### src/rtl/core/swt_pkg.sv
// Shared types, constants and character class functions of the word tokenizer.
package swt_pkg;

    // Configuration port
    localparam int CFG_INDEX_W = 2;
    localparam int CFG_DATA_W  = 1;
    localparam logic [CFG_INDEX_W-1:0] CFG_POSIX_MODE       = 2'd0;
    localparam logic [CFG_INDEX_W-1:0] CFG_SPLIT_WS_ONLY    = 2'd1;
    localparam logic [CFG_INDEX_W-1:0] CFG_COMMENTS_ENABLED = 2'd2;

    // Default depth of the queue between front and back
    localparam int QUEUE_DEPTH = 4;

    // Character codes
    localparam logic [7:0] CH_NUL    = 8'h00;
    localparam logic [7:0] CH_TAB    = 8'h09;
    localparam logic [7:0] CH_NL     = 8'h0A;
    localparam logic [7:0] CH_CR     = 8'h0D;
    localparam logic [7:0] CH_SPACE  = 8'h20;
    localparam logic [7:0] CH_DQUOTE = 8'h22;
    localparam logic [7:0] CH_HASH   = 8'h23;
    localparam logic [7:0] CH_SQUOTE = 8'h27;
    localparam logic [7:0] CH_BSLASH = 8'h5C;
    localparam logic [7:0] CH_UNDER  = 8'h5F;

    // One result item
    typedef struct packed {
        logic [7:0] out_char;
        logic       char_valid;
        logic       token_end;
        logic       text_done;
        logic       last_of_item;
    } t_result;

    // One queue entry: the one or two results of an input item
    typedef struct packed {
        logic    two;
        t_result res0;
        t_result res1;
    } t_entry;

    function automatic logic is_space(input logic [7:0] c);
        return (c == CH_SPACE) || (c == CH_TAB) || (c == CH_CR) || (c == CH_NL);
    endfunction

    function automatic logic is_wordch(input logic [7:0] c);
        return ((c >= 8'h61) && (c <= 8'h7A)) || ((c >= 8'h41) && (c <= 8'h5A)) ||
               ((c >= 8'h30) && (c <= 8'h39)) || (c == CH_UNDER);
    endfunction

    function automatic logic is_quote(input logic [7:0] c);
        return (c == CH_SQUOTE) || (c == CH_DQUOTE);
    endfunction

    function automatic t_result mk_result(input logic [7:0] c, input logic cv,
                                          input logic te, input logic td);
        t_result r;
        r.out_char     = cv ? c : 8'h00;
        r.char_valid   = cv;
        r.token_end    = te;
        r.text_done    = td;
        r.last_of_item = 1'b0;
        return r;
    endfunction

endpackage

### src/rtl/core/swt_front.sv
// Front end: accepts bytes, holds the configuration and runs the lexer state machine.
module swt_front (
    input  logic                           i_clk,
    input  logic                           i_rst_n,
    input  logic                           i_valid,
    output logic                           o_stall,
    input  logic [7:0]                     i_ch,
    input  logic                           i_end_of_text,
    input  logic                           i_cfg_we,
    input  logic [swt_pkg::CFG_INDEX_W-1:0] i_cfg_index,
    input  logic [swt_pkg::CFG_DATA_W-1:0]  i_cfg_data,
    input  logic                           i_q_full,
    output logic                           o_push,
    output swt_pkg::t_entry                o_push_entry
);

    localparam logic [2:0] ST_SPACE   = 3'd0;
    localparam logic [2:0] ST_WORD    = 3'd1;
    localparam logic [2:0] ST_SQUOTE  = 3'd2;
    localparam logic [2:0] ST_DQUOTE  = 3'd3;
    localparam logic [2:0] ST_ESCAPE  = 3'd4;
    localparam logic [2:0] ST_COMMENT = 3'd5;
    localparam logic [2:0] ST_DONE    = 3'd6;

    logic r_posix, r_split_ws, r_comments;
    logic [2:0] r_st, n_st;
    logic [2:0] r_esc, n_esc;
    logic r_ciw, n_ciw;
    logic r_sq, n_sq;
    logic r_ne, n_ne;

    logic accept;
    logic eot;
    logic px;
    logic hash_on;
    logic [1:0] cnt;
    swt_pkg::t_result res [2];

    assign o_stall = i_q_full;
    assign accept  = i_valid && !i_q_full;
    assign eot     = i_end_of_text || (i_ch == swt_pkg::CH_NUL);
    assign px      = r_posix;
    assign hash_on = r_comments && (i_ch == swt_pkg::CH_HASH);

    // Write configuration registers
    always_ff @(posedge i_clk) begin
        if (!i_rst_n) begin
            r_posix    <= 1'b0;
            r_split_ws <= 1'b0;
            r_comments <= 1'b1;
        end else if (i_cfg_we) begin
            if (i_cfg_index == swt_pkg::CFG_POSIX_MODE)       r_posix    <= i_cfg_data[0];
            if (i_cfg_index == swt_pkg::CFG_SPLIT_WS_ONLY)    r_split_ws <= i_cfg_data[0];
            if (i_cfg_index == swt_pkg::CFG_COMMENTS_ENABLED) r_comments <= i_cfg_data[0];
        end
    end

    // Lexer step: next state and the results of this byte, in order
    always_comb begin
        n_st   = r_st;
        n_esc  = r_esc;
        n_ciw  = r_ciw;
        n_sq   = r_sq;
        n_ne   = r_ne;
        cnt    = 2'd0;
        res[0] = swt_pkg::mk_result(8'h00, 1'b0, 1'b0, 1'b0);
        res[1] = swt_pkg::mk_result(8'h00, 1'b0, 1'b0, 1'b0);
        if (r_st >= ST_DONE) begin
            n_st = ST_DONE;
        end else if (eot) begin
            // flush the pending token, then mark the end of text
            if ((r_st == ST_SQUOTE) || (r_st == ST_DQUOTE)) n_sq = 1'b1;
            if (n_ne || (px && n_sq)) begin
                res[cnt[0]] = swt_pkg::mk_result(8'h00, 1'b0, 1'b1, 1'b0);
                cnt = cnt + 2'd1;
            end
            res[cnt[0]] = swt_pkg::mk_result(8'h00, 1'b0, 1'b0, 1'b1);
            cnt  = cnt + 2'd1;
            n_st = ST_DONE;
            n_ne = 1'b0;
            n_sq = 1'b0;
        end else begin
            case (r_st)
                ST_SPACE: begin
                    if (swt_pkg::is_space(i_ch)) begin
                        if (n_ne || (px && n_sq)) begin
                            res[cnt[0]] = swt_pkg::mk_result(8'h00, 1'b0, 1'b1, 1'b0);
                            cnt  = cnt + 2'd1;
                            n_ne = 1'b0;
                            n_sq = 1'b0;
                        end
                    end else if (hash_on) begin
                        n_ciw = 1'b0;
                        n_st  = ST_COMMENT;
                    end else if (px && (i_ch == swt_pkg::CH_BSLASH)) begin
                        n_esc = ST_WORD;
                        n_st  = ST_ESCAPE;
                    end else if (swt_pkg::is_wordch(i_ch)) begin
                        res[cnt[0]] = swt_pkg::mk_result(i_ch, 1'b1, 1'b0, 1'b0);
                        cnt  = cnt + 2'd1;
                        n_ne = 1'b1;
                        n_st = ST_WORD;
                    end else if (swt_pkg::is_quote(i_ch)) begin
                        if (!px) begin
                            res[cnt[0]] = swt_pkg::mk_result(i_ch, 1'b1, 1'b0, 1'b0);
                            cnt  = cnt + 2'd1;
                            n_ne = 1'b1;
                        end
                        n_st = (i_ch == swt_pkg::CH_SQUOTE) ? ST_SQUOTE : ST_DQUOTE;
                    end else if (r_split_ws) begin
                        res[cnt[0]] = swt_pkg::mk_result(i_ch, 1'b1, 1'b0, 1'b0);
                        cnt  = cnt + 2'd1;
                        n_ne = 1'b1;
                        n_st = ST_WORD;
                    end else begin
                        // punctuation forms a token of its own
                        res[cnt[0]] = swt_pkg::mk_result(i_ch, 1'b1, 1'b1, 1'b0);
                        cnt  = cnt + 2'd1;
                        n_ne = 1'b0;
                        n_sq = 1'b0;
                    end
                end
                ST_SQUOTE, ST_DQUOTE: begin
                    n_sq = 1'b1;
                    if (i_ch == ((r_st == ST_SQUOTE) ? swt_pkg::CH_SQUOTE
                                                     : swt_pkg::CH_DQUOTE)) begin
                        if (!px) begin
                            // classic closing quote: keep it and end the token
                            res[0] = swt_pkg::mk_result(i_ch, 1'b1, 1'b0, 1'b0);
                            res[1] = swt_pkg::mk_result(8'h00, 1'b0, 1'b1, 1'b0);
                            cnt  = 2'd2;
                            n_st = ST_SPACE;
                            n_ne = 1'b0;
                            n_sq = 1'b0;
                        end else begin
                            n_st = ST_WORD;
                        end
                    end else if (px && (i_ch == swt_pkg::CH_BSLASH) &&
                                 (r_st == ST_DQUOTE)) begin
                        n_esc = ST_DQUOTE;
                        n_st  = ST_ESCAPE;
                    end else begin
                        res[cnt[0]] = swt_pkg::mk_result(i_ch, 1'b1, 1'b0, 1'b0);
                        cnt  = cnt + 2'd1;
                        n_ne = 1'b1;
                    end
                end
                ST_ESCAPE: begin
                    // inside double quotes only quote and backslash drop the escape
                    if ((r_esc == ST_DQUOTE) && (i_ch != swt_pkg::CH_BSLASH) &&
                        (i_ch != swt_pkg::CH_DQUOTE)) begin
                        res[cnt[0]] = swt_pkg::mk_result(swt_pkg::CH_BSLASH, 1'b1, 1'b0,
                                                         1'b0);
                        cnt = cnt + 2'd1;
                    end
                    res[cnt[0]] = swt_pkg::mk_result(i_ch, 1'b1, 1'b0, 1'b0);
                    cnt  = cnt + 2'd1;
                    n_ne = 1'b1;
                    n_st = (r_esc == ST_DQUOTE) ? ST_DQUOTE : ST_WORD;
                end
                ST_WORD: begin
                    if (swt_pkg::is_space(i_ch)) begin
                        n_st = ST_SPACE;
                        if (n_ne || (px && n_sq)) begin
                            res[cnt[0]] = swt_pkg::mk_result(8'h00, 1'b0, 1'b1, 1'b0);
                            cnt  = cnt + 2'd1;
                            n_ne = 1'b0;
                            n_sq = 1'b0;
                        end
                    end else if (hash_on) begin
                        n_ciw = 1'b1;
                        n_st  = ST_COMMENT;
                    end else if (px && swt_pkg::is_quote(i_ch)) begin
                        n_st = (i_ch == swt_pkg::CH_SQUOTE) ? ST_SQUOTE : ST_DQUOTE;
                    end else if (px && (i_ch == swt_pkg::CH_BSLASH)) begin
                        n_esc = ST_WORD;
                        n_st  = ST_ESCAPE;
                    end else if (swt_pkg::is_wordch(i_ch) || swt_pkg::is_quote(i_ch) ||
                                 r_split_ws) begin
                        res[cnt[0]] = swt_pkg::mk_result(i_ch, 1'b1, 1'b0, 1'b0);
                        cnt  = cnt + 2'd1;
                        n_ne = 1'b1;
                    end else begin
                        // close the word, then the punctuation token
                        n_st = ST_SPACE;
                        if (n_ne || (px && n_sq)) begin
                            res[cnt[0]] = swt_pkg::mk_result(8'h00, 1'b0, 1'b1, 1'b0);
                            cnt = cnt + 2'd1;
                        end
                        res[cnt[0]] = swt_pkg::mk_result(i_ch, 1'b1, 1'b1, 1'b0);
                        cnt  = cnt + 2'd1;
                        n_ne = 1'b0;
                        n_sq = 1'b0;
                    end
                end
                ST_COMMENT: begin
                    if (i_ch == swt_pkg::CH_NL) begin
                        if (r_ciw && !px) begin
                            n_st = ST_WORD;
                        end else begin
                            n_st = ST_SPACE;
                            if (r_ciw && (n_ne || (px && n_sq))) begin
                                res[cnt[0]] = swt_pkg::mk_result(8'h00, 1'b0, 1'b1, 1'b0);
                                cnt  = cnt + 2'd1;
                                n_ne = 1'b0;
                                n_sq = 1'b0;
                            end
                        end
                        n_ciw = 1'b0;
                    end
                end
                default: begin
                    n_st = ST_DONE;
                end
            endcase
        end
        // flag the last result of this item
        if (cnt == 2'd1) res[0].last_of_item = 1'b1;
        if (cnt == 2'd2) res[1].last_of_item = 1'b1;
    end

    // Advance the lexer on each accepted item
    always_ff @(posedge i_clk) begin
        if (!i_rst_n) begin
            r_st  <= ST_SPACE;
            r_esc <= ST_WORD;
            r_ciw <= 1'b0;
            r_sq  <= 1'b0;
            r_ne  <= 1'b0;
        end else if (accept) begin
            r_st  <= n_st;
            r_esc <= n_esc;
            r_ciw <= n_ciw;
            r_sq  <= n_sq;
            r_ne  <= n_ne;
        end
    end

    // Queue only items that produce results
    assign o_push            = accept && (cnt != 2'd0);
    assign o_push_entry.two  = cnt[1];
    assign o_push_entry.res0 = res[0];
    assign o_push_entry.res1 = res[1];

endmodule

### src/rtl/core/swt_queue.sv
// Short queue of result entries between the lexer and the output stage.
module swt_queue #(
    parameter int P_DEPTH = swt_pkg::QUEUE_DEPTH
) (
    input  logic            i_clk,
    input  logic            i_rst_n,
    input  logic            i_push,
    input  swt_pkg::t_entry i_push_entry,
    input  logic            i_pop,
    output logic            o_full,
    output logic            o_avail,
    output swt_pkg::t_entry o_head
);

    localparam int PW = (P_DEPTH > 1) ? $clog2(P_DEPTH) : 1;
    localparam int CW = $clog2(P_DEPTH + 1);

    swt_pkg::t_entry r_mem [P_DEPTH];
    logic [PW-1:0] r_wr_ptr, r_rd_ptr;
    logic [CW-1:0] r_count;

    assign o_full  = (r_count == CW'(P_DEPTH));
    assign o_avail = (r_count != '0);
    assign o_head  = r_mem[r_rd_ptr];

    // Store pushed entries
    always_ff @(posedge i_clk) begin
        if (i_push) r_mem[r_wr_ptr] <= i_push_entry;
    end

    // Advance pointers and occupancy
    always_ff @(posedge i_clk) begin
        if (!i_rst_n) begin
            r_wr_ptr <= '0;
            r_rd_ptr <= '0;
            r_count  <= '0;
        end else begin
            if (i_push) begin
                r_wr_ptr <= (r_wr_ptr == PW'(P_DEPTH - 1)) ? '0 : r_wr_ptr + 1'b1;
            end
            if (i_pop) begin
                r_rd_ptr <= (r_rd_ptr == PW'(P_DEPTH - 1)) ? '0 : r_rd_ptr + 1'b1;
            end
            if (i_push && !i_pop) r_count <= r_count + 1'b1;
            else if (!i_push && i_pop) r_count <= r_count - 1'b1;
        end
    end

endmodule

### src/rtl/core/swt_back.sv
// Back end: splits queue entries, drives the output one result a cycle unless stalled.
module swt_back (
    input  logic            i_clk,
    input  logic            i_rst_n,
    input  logic            i_avail,
    input  swt_pkg::t_entry i_head,
    output logic            o_pop,
    input  logic            i_stall,
    output logic            o_valid,
    output logic [7:0]      o_out_char,
    output logic            o_char_valid,
    output logic            o_token_end,
    output logic            o_text_done,
    output logic            o_last_of_item
);

    logic             r_valid;
    logic             r_sel;
    swt_pkg::t_result r_res;
    logic             can_load;

    assign can_load = !r_valid || !i_stall;
    assign o_pop    = can_load && i_avail && (!i_head.two || r_sel);

    // Load the next result when the output register is free
    always_ff @(posedge i_clk) begin
        if (!i_rst_n) begin
            r_valid <= 1'b0;
            r_sel   <= 1'b0;
        end else if (can_load) begin
            r_valid <= i_avail;
            if (i_avail) r_sel <= !o_pop;
        end
    end

    // Hold payload while stalled
    always_ff @(posedge i_clk) begin
        if (can_load && i_avail) r_res <= r_sel ? i_head.res1 : i_head.res0;
    end

    assign o_valid        = r_valid;
    assign o_out_char     = r_res.out_char;
    assign o_char_valid   = r_res.char_valid;
    assign o_token_end    = r_res.token_end;
    assign o_text_done    = r_res.text_done;
    assign o_last_of_item = r_res.last_of_item;

endmodule

### src/rtl/core/shell_word_tokenizer_core.sv
// Top level of the shell word tokenizer: lexer front, result queue, output back.
//
//   channel   direction  handshake            payload
//   input     in         i_valid / o_stall    i_ch, i_end_of_text
//   result    out        o_valid / i_stall    o_out_char .. o_last_of_item
//   config    in         i_cfg_we             i_cfg_index, i_cfg_data
//
// One byte is accepted per cycle while the queue has room. An item yields zero, one or
// two results; the output register sends one result a cycle while i_stall is low. The
// first result is registered in the queue and then in the output register.
// Reset is synchronous and needs no clearing pass; o_stall rises only when the
// P_QUEUE_DEPTH-entry queue is full, so a stalled output only backs up through the queue.
module shell_word_tokenizer_core #(
    parameter int P_QUEUE_DEPTH = swt_pkg::QUEUE_DEPTH
) (
    input  logic                            i_clk,
    input  logic                            i_rst_n,
    input  logic                            i_valid,
    output logic                            o_stall,
    input  logic [7:0]                      i_ch,
    input  logic                            i_end_of_text,
    output logic                            o_valid,
    input  logic                            i_stall,
    output logic [7:0]                      o_out_char,
    output logic                            o_char_valid,
    output logic                            o_token_end,
    output logic                            o_text_done,
    output logic                            o_last_of_item,
    input  logic                            i_cfg_we,
    input  logic [swt_pkg::CFG_INDEX_W-1:0] i_cfg_index,
    input  logic [swt_pkg::CFG_DATA_W-1:0]  i_cfg_data
);

    logic            q_full, q_avail, push, pop;
    swt_pkg::t_entry push_entry, head;

    swt_front u_front (
        .i_clk        (i_clk),
        .i_rst_n      (i_rst_n),
        .i_valid      (i_valid),
        .o_stall      (o_stall),
        .i_ch         (i_ch),
        .i_end_of_text(i_end_of_text),
        .i_cfg_we     (i_cfg_we),
        .i_cfg_index  (i_cfg_index),
        .i_cfg_data   (i_cfg_data),
        .i_q_full     (q_full),
        .o_push       (push),
        .o_push_entry (push_entry)
    );

    swt_queue #(
        .P_DEPTH(P_QUEUE_DEPTH)
    ) u_queue (
        .i_clk       (i_clk),
        .i_rst_n     (i_rst_n),
        .i_push      (push),
        .i_push_entry(push_entry),
        .i_pop       (pop),
        .o_full      (q_full),
        .o_avail     (q_avail),
        .o_head      (head)
    );

    swt_back u_back (
        .i_clk         (i_clk),
        .i_rst_n       (i_rst_n),
        .i_avail       (q_avail),
        .i_head        (head),
        .o_pop         (pop),
        .i_stall       (i_stall),
        .o_valid       (o_valid),
        .o_out_char    (o_out_char),
        .o_char_valid  (o_char_valid),
        .o_token_end   (o_token_end),
        .o_text_done   (o_text_done),
        .o_last_of_item(o_last_of_item)
    );

endmodule

### config.mk
export PLATFORM = sky130hd
export DESIGN_NAME = shell_word_tokenizer_core
export DESIGN_NICKNAME = d
export VERILOG_FILES = /design/src/rtl/core/swt_pkg.sv /design/src/rtl/core/swt_front.sv /design/src/rtl/core/swt_queue.sv /design/src/rtl/core/swt_back.sv /design/src/rtl/core/shell_word_tokenizer_core.sv
export SDC_FILE = /design/constraint.sdc
export NUM_CORES = 1
export LEC_CHECK = 0
export BUFFER_PORTS_ARGS = -buffer_cell sky130_fd_sc_hd__buf_4
export CORE_MARGIN = 4
export CORE_UTILIZATION = 40
export DETAILED_ROUTE_END_ITERATION = 16
export GPL_TIMING_DRIVEN = 0
export SLEW_MARGIN = 0
export SYNTH_ARGS = -nofsm -noshare
export SYNTH_HDL_FRONTEND = slang
export SYNTH_SLANG_ARGS = --single-unit
### constraint.sdc
create_clock -name i_clk -period 10.8 [get_ports i_clk]
set_input_delay 2.16 -clock i_clk [delete_from_list [all_inputs] [get_ports i_clk]]
set_output_delay 2.16 -clock i_clk [all_outputs]
set_load 0.02 [all_outputs]
### Word level (Yosys, flattened, before mapping)

Memories as Yosys holds them, arrays and structs flattened. A register that Yosys moved wholly into a read port is not among the register bits.
Cells that the tools add are included.

| storage, ports and cells | value |
|---|---|
| register bits after elaboration | 33 |
| bits in latches | 0 |
| bits in writable memories | 100 |
| memory bits (read-only) | 0 |
| bits of input ports | 17 |
| output and inout bits | 14 |
| word-level logic and storage cells | 339 |
| memories | 1 |

| cells by class | value |
|---|---|
| add/subtract/negate cells | 7 |
| multipliers | 0 |
| divide/modulo/power cells | 0 |
| magnitude comparators | 13 |
| eq/ne operators | 55 |
| shifts and indexed selects | 0 |
| muxes and demuxes | 173 |
| bitwise logic cells | 8 |
| reduce and logical (&&, ||, !) cells | 64 |

Memories:

| name | depth | width | read ports | clocked after memory_dff | wr ports | RTL line | RTL |
|---|---|---|---|---|---|---|---|
| u_queue.r_mem | 4 | 25 | 1 | 1 | 1 | swt_queue.sv:18 | `swt_pkg::t_entry r_mem [P_DEPTH];` |

Operators by type and width:

| kind | number |
|---|---|
| 12-bit 2-to-1 mux | 32 |
| 24-bit 2-to-1 mux | 6 |
| 3-bit 2-to-1 mux | 31 |
| 2-bit 2-to-1 mux | 33 |
| 12-bit case mux with 5 select lines | 1 |
| 1-bit 2-to-1 mux | 57 |
| 24-bit bitwise mux | 2 |
| 12-bit demux with 1-bit select | 3 |
| 12-bit case mux with 3 select lines | 1 |
| 8-bit by 6-bit == test with 1-bit output, second input constant | 4 |
| 8-bit by 4-bit == test with 1-bit output, second input constant | 3 |
| 4-bit by 2-bit inequality test with 1-bit output, second input constant | 6 |
| 22-bit bitwise AND | 1 |
| 1-bit logical AND | 22 |
| 22-bit inverter | 1 |
| 8-bit by 7-bit == test with 1-bit output, second input constant | 2 |
| 8-bit by 7-bit greater-or-equal comparator with 1-bit output, second input constant | 2 |
| 8-bit by 7-bit less-or-equal comparator with 1-bit output, second input constant | 2 |
| 4-bit by 3-bit inequality test with 1-bit output, second input constant | 4 |
| 1-bit logical OR | 15 |
| 3-bit case mux with 5 select lines | 1 |
| 15-bit AND reduction | 1 |
| 14-bit AND reduction | 1 |
| 2-bit inequality test, second input constant | 6 |
| 47 further kinds | 83 |

### Depth between registers and ports, before layout

| depth | value |
|---|---|
| depth in word-level cells | 30 |
| gate-level depth with buffers | 14 |
| mapped depth without buffers | 12 |

### Cells and area by module

A second synthesis with hierarchy kept.

| second synthesis, totals | value |
|---|---|
| cell total of the unflattened synthesis | 435 |
| area, all modules | 6,309.8 um^2 |

By module, submodules not included:

| module | instances | cells each | area each (um^2) | seq. area each (um^2) |
|---|---|---|---|---|
| swt_queue | 1 | 175 | 4,110.2 | 3,183.1 |
| swt_front | 1 | 224 | 1,551.5 | 200.2 |
| swt_back | 1 | 36 | 648.1 | 400.4 |

### Worst setup path after synthesis

Ideal clock, no wire load.

| path | value |
|---|---|
| kind | input-to-reg |
| start | input port i_ch[4] |
| end | register u_queue.r_count[2] |
| setup time | 71 ps |
| arrival time | 5,125 ps |
| data required time | 10,729 ps |
| path slack | 5,604 ps |
| stages | 14 |
| path buffers | 2 |
| cells stage by stage | buf_2 > or3_4 > buf_6 > o31ai_1 > a41oi_1 > a311oi_1 > o211a_2 > o21a_4 > ha_1 > inv_1 > fa_1 > xor2_1 > or3_1 > a21oi_1 |

| on the way | value |
|---|---|
| word-level cells in the longest chain between the ends | 20 |
| elaborated cells between the ends (all ways) | 66 |
| those cells by class | 1 x add/sub; 6 x order compare; 12 x eq/ne; 21 x mux; 26 x reduce/logical |

Ends and longest elaborated chain:

| item | RTL line | RTL |
|---|---|---|
| from (decl) | shell_word_tokenizer_core.sv:20 | `input logic [7:0] i_ch,` |
| 8-bit by 7-bit greater-or-equal comparator with 1-bit output / 8-bit by 7-bit less-or-equal comparator with 1-bit output (equally long branches) | swt_pkg.sv:47 | `return ((c >= 8'h61) && (c <= 8'h7A)) \|\| ((c >= 8'h41) && (c <= 8'h5A)) \|\|` |
| 1-bit logical AND | swt_pkg.sv:47 |  |
| 1-bit logical OR (2 in a row) | swt_pkg.sv:47 |  |
| 1-bit logical OR | swt_pkg.sv:48 | `((c >= 8'h30) && (c <= 8'h39)) \|\| (c == CH_UNDER);` |
| 1-bit logical OR (2 in a row) | swt_front.sv:178 | `end else if (swt_pkg::is_wordch(i_ch) \|\| swt_pkg::is_quote(i_ch) \|\|` |
| 2-bit 2-to-1 mux | swt_front.sv:178 |  |
| 2-bit 2-to-1 mux | swt_front.sv:175 | `end else if (px && (i_ch == swt_pkg::CH_BSLASH)) begin` |
| 2-bit 2-to-1 mux | swt_front.sv:173 | `end else if (px && swt_pkg::is_quote(i_ch)) begin` |
| [... 3 more ...] | - |  |
| 2-bit 2-to-1 mux (*) | swt_front.sv:70 | `end else if (eot) begin` |
| 2-bit 2-to-1 mux (*) | swt_front.sv:68 | `if (r_st >= ST_DONE) begin` |
| 2-bit nonzero test (*) | swt_front.sv:240 | `assign o_push = accept && (cnt != 2'd0);` |
| 1-bit logical AND (*) | swt_front.sv:240 |  |
| net push | shell_word_tokenizer_core.sv:34 | `logic q_full, q_avail, push, pop;` |
| 1-bit zero test | swt_queue.sv:45 | `else if (!i_push && i_pop) r_count <= r_count - 1'b1;` |
| 1-bit logical AND | swt_queue.sv:45 |  |
| 2-bit nonzero test (no line) | - |  |
| to (signal assigned) | swt_queue.sv:44 | `if (i_push && !i_pop) r_count <= r_count + 1'b1;` |
| to (signal assigned) | swt_queue.sv:45 |  |
| to (decl) | swt_queue.sv:20 | `logic [CW-1:0] r_count;` |

Mark *: on every way through the listed nets, which the timed path passes. The rest lies on a longest branch. The select of a mux whose other input is x is not followed.
A chain may end at the register's enable or synchronous reset.

==> flow_metrics.tcl <==
set metrics [dict create \
    route.detailed.wl_per_inst_um 20.1 \
    timing_max_transition_violations_final 0 \
    area_delta_synth_final_pct 17.6 \
    synthesis.instances 467 \
    post_synth.cell_area_avg_um2 13.3 \
    wl_um 14400 \
    antennaDiodeCount 0 \
    sequential_cell_area_fraction_in_the_yosys_report_pct 61.1 \
    num_cts_buffers 17 \
    mappedNetlistNets 491 \
    critical_path_class "input port to flop" \
    drt-pass1-iter-count 4 \
    worst_r2r_startpoint "u_front.r_st[2]$_SDFFE_PN0P_" \
    worst_pin_slew_ps 1330 \
    clock-sinks 133 \
    critPathMaxFanout 25 \
    synth_enable_flop_cells 112 \
    timing.hold.worst_path_depth 2 \
    report.final.setup_viol 0 \
    layout-drive-gt1-share_pct 19.7 \
    timing.fmax_mhz 180 \
    drtAntennaViolNets 0 \
    cap_viol_max_count 0 \
    crit_arrival_ps 5560 \
    cts-htree-levels 4 \
    clockBufferDepth 2 \
    postSynthRegisterBits 133 \
    first_iter_violations 262 \
    critical_path_required_ps 10820 \
    power_per_cell_area_nw_per_um2 248 \
    slew_headroom_pct 11.5 \
    rows 45 \
    design.final.nets 538 \
    number_of_cells_upsized_or_downsized_after_cts 0 \
    design.core.area_um2 15200 \
    clock_tree.root_cell "sky130_fd_sc_hd__clkbuf_16" \
    irDropWorstVdd_mv 0.116 \
    crit_path_top_delay_cell "sky130_fd_sc_hd__and2_1" \
    reg2reg_to "u_queue.r_mem[2][15]$_DFFE_PP_" \
    startpoint_type "input port" \
    tritoncts "done" \
    synth.yosys.warnings 0 \
    worst-r2r-cell-count 8 \
    dieWidth_um 132 \
    finalSetupTns_ps 0 \
    power.leakage_nw 2.53 \
    period_share_pct 51.3 \
    cts.reportedPaths.clkPinSlew_ps 60 \
    grt_pass1_wl_um 22800 \
    timing.clock.skew_ps 8.99 \
    initial_antenna_violation_count 0 \
    clock_insertion_delay_at_the_later_pin_of_the_skew_report_ps 420 \
    place.detailed.hpwl_um 9770 \
    gr-total-overflow 0 \
    rsz0062_at_grt "no" \
    result_of_the_run "finished clean" \
    netlist_area_um2 6190 \
    synthFlopType "sky130_fd_sc_hd__edfxtp_1" \
    vias_in_the_first_global_route 4114 \
    gpl.final_weighted_congestion 0.924 \
    vertical_die_dimension_um 132 \
    max_stage_delay_ps 1010 \
    drt_drc_violations_left 0 \
    worstSetupStartpoint "i_ch[1]" \
    post-cts-setup-buffer-count 0 \
    rrSetupSlack_ps 7010 \
    numPortBuffers 27 \
    postSynth.asyncResetShare_pct 0 \
    drt-vias-per-instance 5.65 \
    synth.lib_cells_used.distinct 64 \
    critical_path.endpoint "u_queue.r_mem[2][15]$_DFFE_PP_" \
    finalHoldViolations 0 \
    starting_density_of_the_core_pct 40.7 \
    final_period_minus_worst_setup_slack_ps 5540 \
    list_of_cells_traversed_by_the_critical_path "buf_4 -> buf_2 -> nor4_1 -> nand2b_1 -> a41oi_1 -> and4b_1 -> nand2b_4 -> o21a_4 -> and2_1" \
    final_core_util_pct 47.9 \
    min_path_type "flop to flop" \
    ioPinCount 31 \
    detailroute.via_count 4039 \
    grt_use_total_pct 17.1 \
    worst_setup_path_end_kind "flop" \
    die-area_um2 17500 \
    cts_hold_repair.buffers 0 \
    grt_start_max_net_pins 26 \
]
per-stage QoR:
| stage | setup slack (ps) | cells | hold WS [ps] | power [W] | area (um^2) |
|---|---|---|---|---|---|
| after floorplan | 5600 | 467 | 444 | 0.00105 | 6190 |
| after global placement | 4820 | 682 | 459 | 0.00120 | 6630 |
| after detailed placement | 4780 | 683 | 475 | 0.00121 | 6650 |
| after CTS | 5180 | 715 | 482 | 0.00182 | 7280 |
| after global routing | 5050 | 715 | 506 | 0.00190 | 7280 |
| final | 5260 | 715 | 480 | 0.00180 | 7280 |
sequential cells by signal, summed over array words and instances, names as in the netlist, named ones only:
| register | count |
|---|---|
| u_back.o_last_of_item | 1 |
| u_back.o_valid | 1 |
| u_back.o_token_end | 1 |
| u_front.px | 1 |
| u_queue.r_wr_ptr | 2 |
| u_front.r_st | 3 |
| u_front.r_comments | 1 |
| u_back.o_out_char | 8 |
| u_front.r_ciw | 1 |
| u_front.r_ne | 1 |
| u_front.r_sq | 1 |
| u_back.o_text_done | 1 |
| u_back.o_char_valid | 1 |
| u_queue.r_rd_ptr | 2 |
| u_front.r_split_ws | 1 |
| u_queue.r_mem | 100 |
| u_queue.r_count | 3 |
| u_back.r_sel | 1 |
| u_front.r_esc | 1 |
cells in the mapped netlist (4+ instances only):
cell                       number  share of area, %
sky130_fd_sc_hd__nor2_1        25               1.5
sky130_fd_sc_hd__a21o_1         4              0.48
sky130_fd_sc_hd__and2_1        16               1.6
sky130_fd_sc_hd__nand2b_1       8              0.81
sky130_fd_sc_hd__nand2_1       63               3.8
sky130_fd_sc_hd__nor3_1        14               1.1
sky130_fd_sc_hd__clkbuf_1      12              0.73
sky130_fd_sc_hd__a21boi_0       4              0.48
sky130_fd_sc_hd__mux2i_1        7               1.1
sky130_fd_sc_hd__edfxtp_1     112                54
sky130_fd_sc_hd__nor4_1         6              0.61
sky130_fd_sc_hd__buf_2          4              0.32
sky130_fd_sc_hd__buf_1          4              0.24
sky130_fd_sc_hd__a21oi_1       22               1.8
sky130_fd_sc_hd__o21a_1         6              0.73
sky130_fd_sc_hd__o21ai_0       11              0.89
sky130_fd_sc_hd__ha_1           6               1.2
sky130_fd_sc_hd__nor3b_1        4              0.48
sky130_fd_sc_hd__or3_1          6              0.61
sky130_fd_sc_hd__inv_1         12              0.73
sky130_fd_sc_hd__nand3_1        6              0.48
sky130_fd_sc_hd__dfxtp_1       21               6.8
sky130_fd_sc_hd__mux4_2        25               9.1
sky130_fd_sc_hd__nand3b_1       5              0.61
worst min-delay path by stage:
stage / startpoint / endpoint / slack (ps)
after detailed placement: u_back.o_valid$_SDFFE_PN0P_ / u_back.o_valid$_SDFFE_PN0P_ / 470
final: u_back.o_valid$_SDFFE_PN0P_ / u_back.o_valid$_SDFFE_PN0P_ / 480
after global placement: u_back.o_valid$_SDFFE_PN0P_ / u_back.o_valid$_SDFFE_PN0P_ / 460
after floorplan: u_front.r_comments$_SDFFE_PN1P_ / u_front.r_comments$_SDFFE_PN1P_ / 440
after global routing: u_back.o_valid$_SDFFE_PN0P_ / u_back.o_valid$_SDFFE_PN0P_ / 510
after CTS: u_back.o_valid$_SDFFE_PN0P_ / u_back.o_valid$_SDFFE_PN0P_ / 480
layout by cell type (no fill, tap or decap), types with 3 or more instances in the layout:
cell,synthesis,routed
sky130_fd_sc_hd__a211oi_1,3,3
sky130_fd_sc_hd__a21boi_0,4,4
sky130_fd_sc_hd__a21o_1,4,4
sky130_fd_sc_hd__a21oi_1,22,21
sky130_fd_sc_hd__a41oi_1,3,3
sky130_fd_sc_hd__and2_1,16,14
sky130_fd_sc_hd__and3_1,3,3
sky130_fd_sc_hd__buf_1,4,4
sky130_fd_sc_hd__buf_2,4,4
sky130_fd_sc_hd__buf_4,0,27
sky130_fd_sc_hd__bufinv_16,0,4
sky130_fd_sc_hd__clkbuf_1,12,13
sky130_fd_sc_hd__clkbuf_16,0,17
sky130_fd_sc_hd__clkinv_4,0,3
sky130_fd_sc_hd__clkinvlp_4,0,3
sky130_fd_sc_hd__dfxtp_1,21,21
sky130_fd_sc_hd__edfxtp_1,112,112
sky130_fd_sc_hd__ha_1,6,6
sky130_fd_sc_hd__inv_1,12,12
sky130_fd_sc_hd__inv_6,0,3
sky130_fd_sc_hd__mux2i_1,7,7
sky130_fd_sc_hd__mux4_2,25,25
sky130_fd_sc_hd__nand2_1,63,63
sky130_fd_sc_hd__nand2b_1,8,8
sky130_fd_sc_hd__nand3_1,6,6
sky130_fd_sc_hd__nand3b_1,5,5
sky130_fd_sc_hd__nor2_1,25,25
sky130_fd_sc_hd__nor2b_1,3,3
sky130_fd_sc_hd__nor3_1,14,14
sky130_fd_sc_hd__nor3b_1,4,4
sky130_fd_sc_hd__nor4_1,6,6
sky130_fd_sc_hd__o21a_1,6,6
sky130_fd_sc_hd__o21ai_0,11,11
sky130_fd_sc_hd__o311ai_1,3,3
sky130_fd_sc_hd__or3_1,6,6
sky130_fd_sc_hd__or4_1,3,3
sky130_fd_sc_hd__xor2_1,3,3
final cells by class:
| type | instances | area, um^2 |
|---|---|---|
| inverter | 12 | 45.0 |
| timing repair buffer | 28 | 218 |
| sequential | 133 | 3780 |
| clock buffer | 18 | 429 |
| multi-input combinational | 301 | 2280 |
| tap | 188 | 235 |
| buffer | 21 | 91.3 |
| clock inverter | 14 | 200 |
| fill | 1378 | 7920 |
routing by layer:
layer  GRT usage [%]  wire length, um
met4            6.41              261
met1            21.3             6210
met3            4.45              518
met2            28.8             7410
met5               0                0
kinds of logic after synthesis:
family	count (synthesis)	share of synthesized area [%]
xor gates and xnor gates	3	0.424
adders and majority gates	7	1.54
AOI/OAI and AO/OA	79	9.03
and+or+nand+nor	179	15.3
DFF	133	61.1
muxes	33	10.4
buffers and inverters	33	2.20
critical path, delay by kind of cell:
family / cells / cell delay (ps)
AOI/OAI and AO/OA: 2 / 710
buffers and inverters: 2 / 280
and+or+nand+nor: 5 / 2380
power by group:
part / switching [W] / leakage (nW) / total, W / internal, W
sequential: 0.0000296 / 1.20 / 0.000703 / 0.000673
clock: 0.000220 / 0.298 / 0.000609 / 0.000389
combinational: 0.000284 / 1.03 / 0.000491 / 0.000207
No activity file was read; power rests on OpenSTA's default activity.
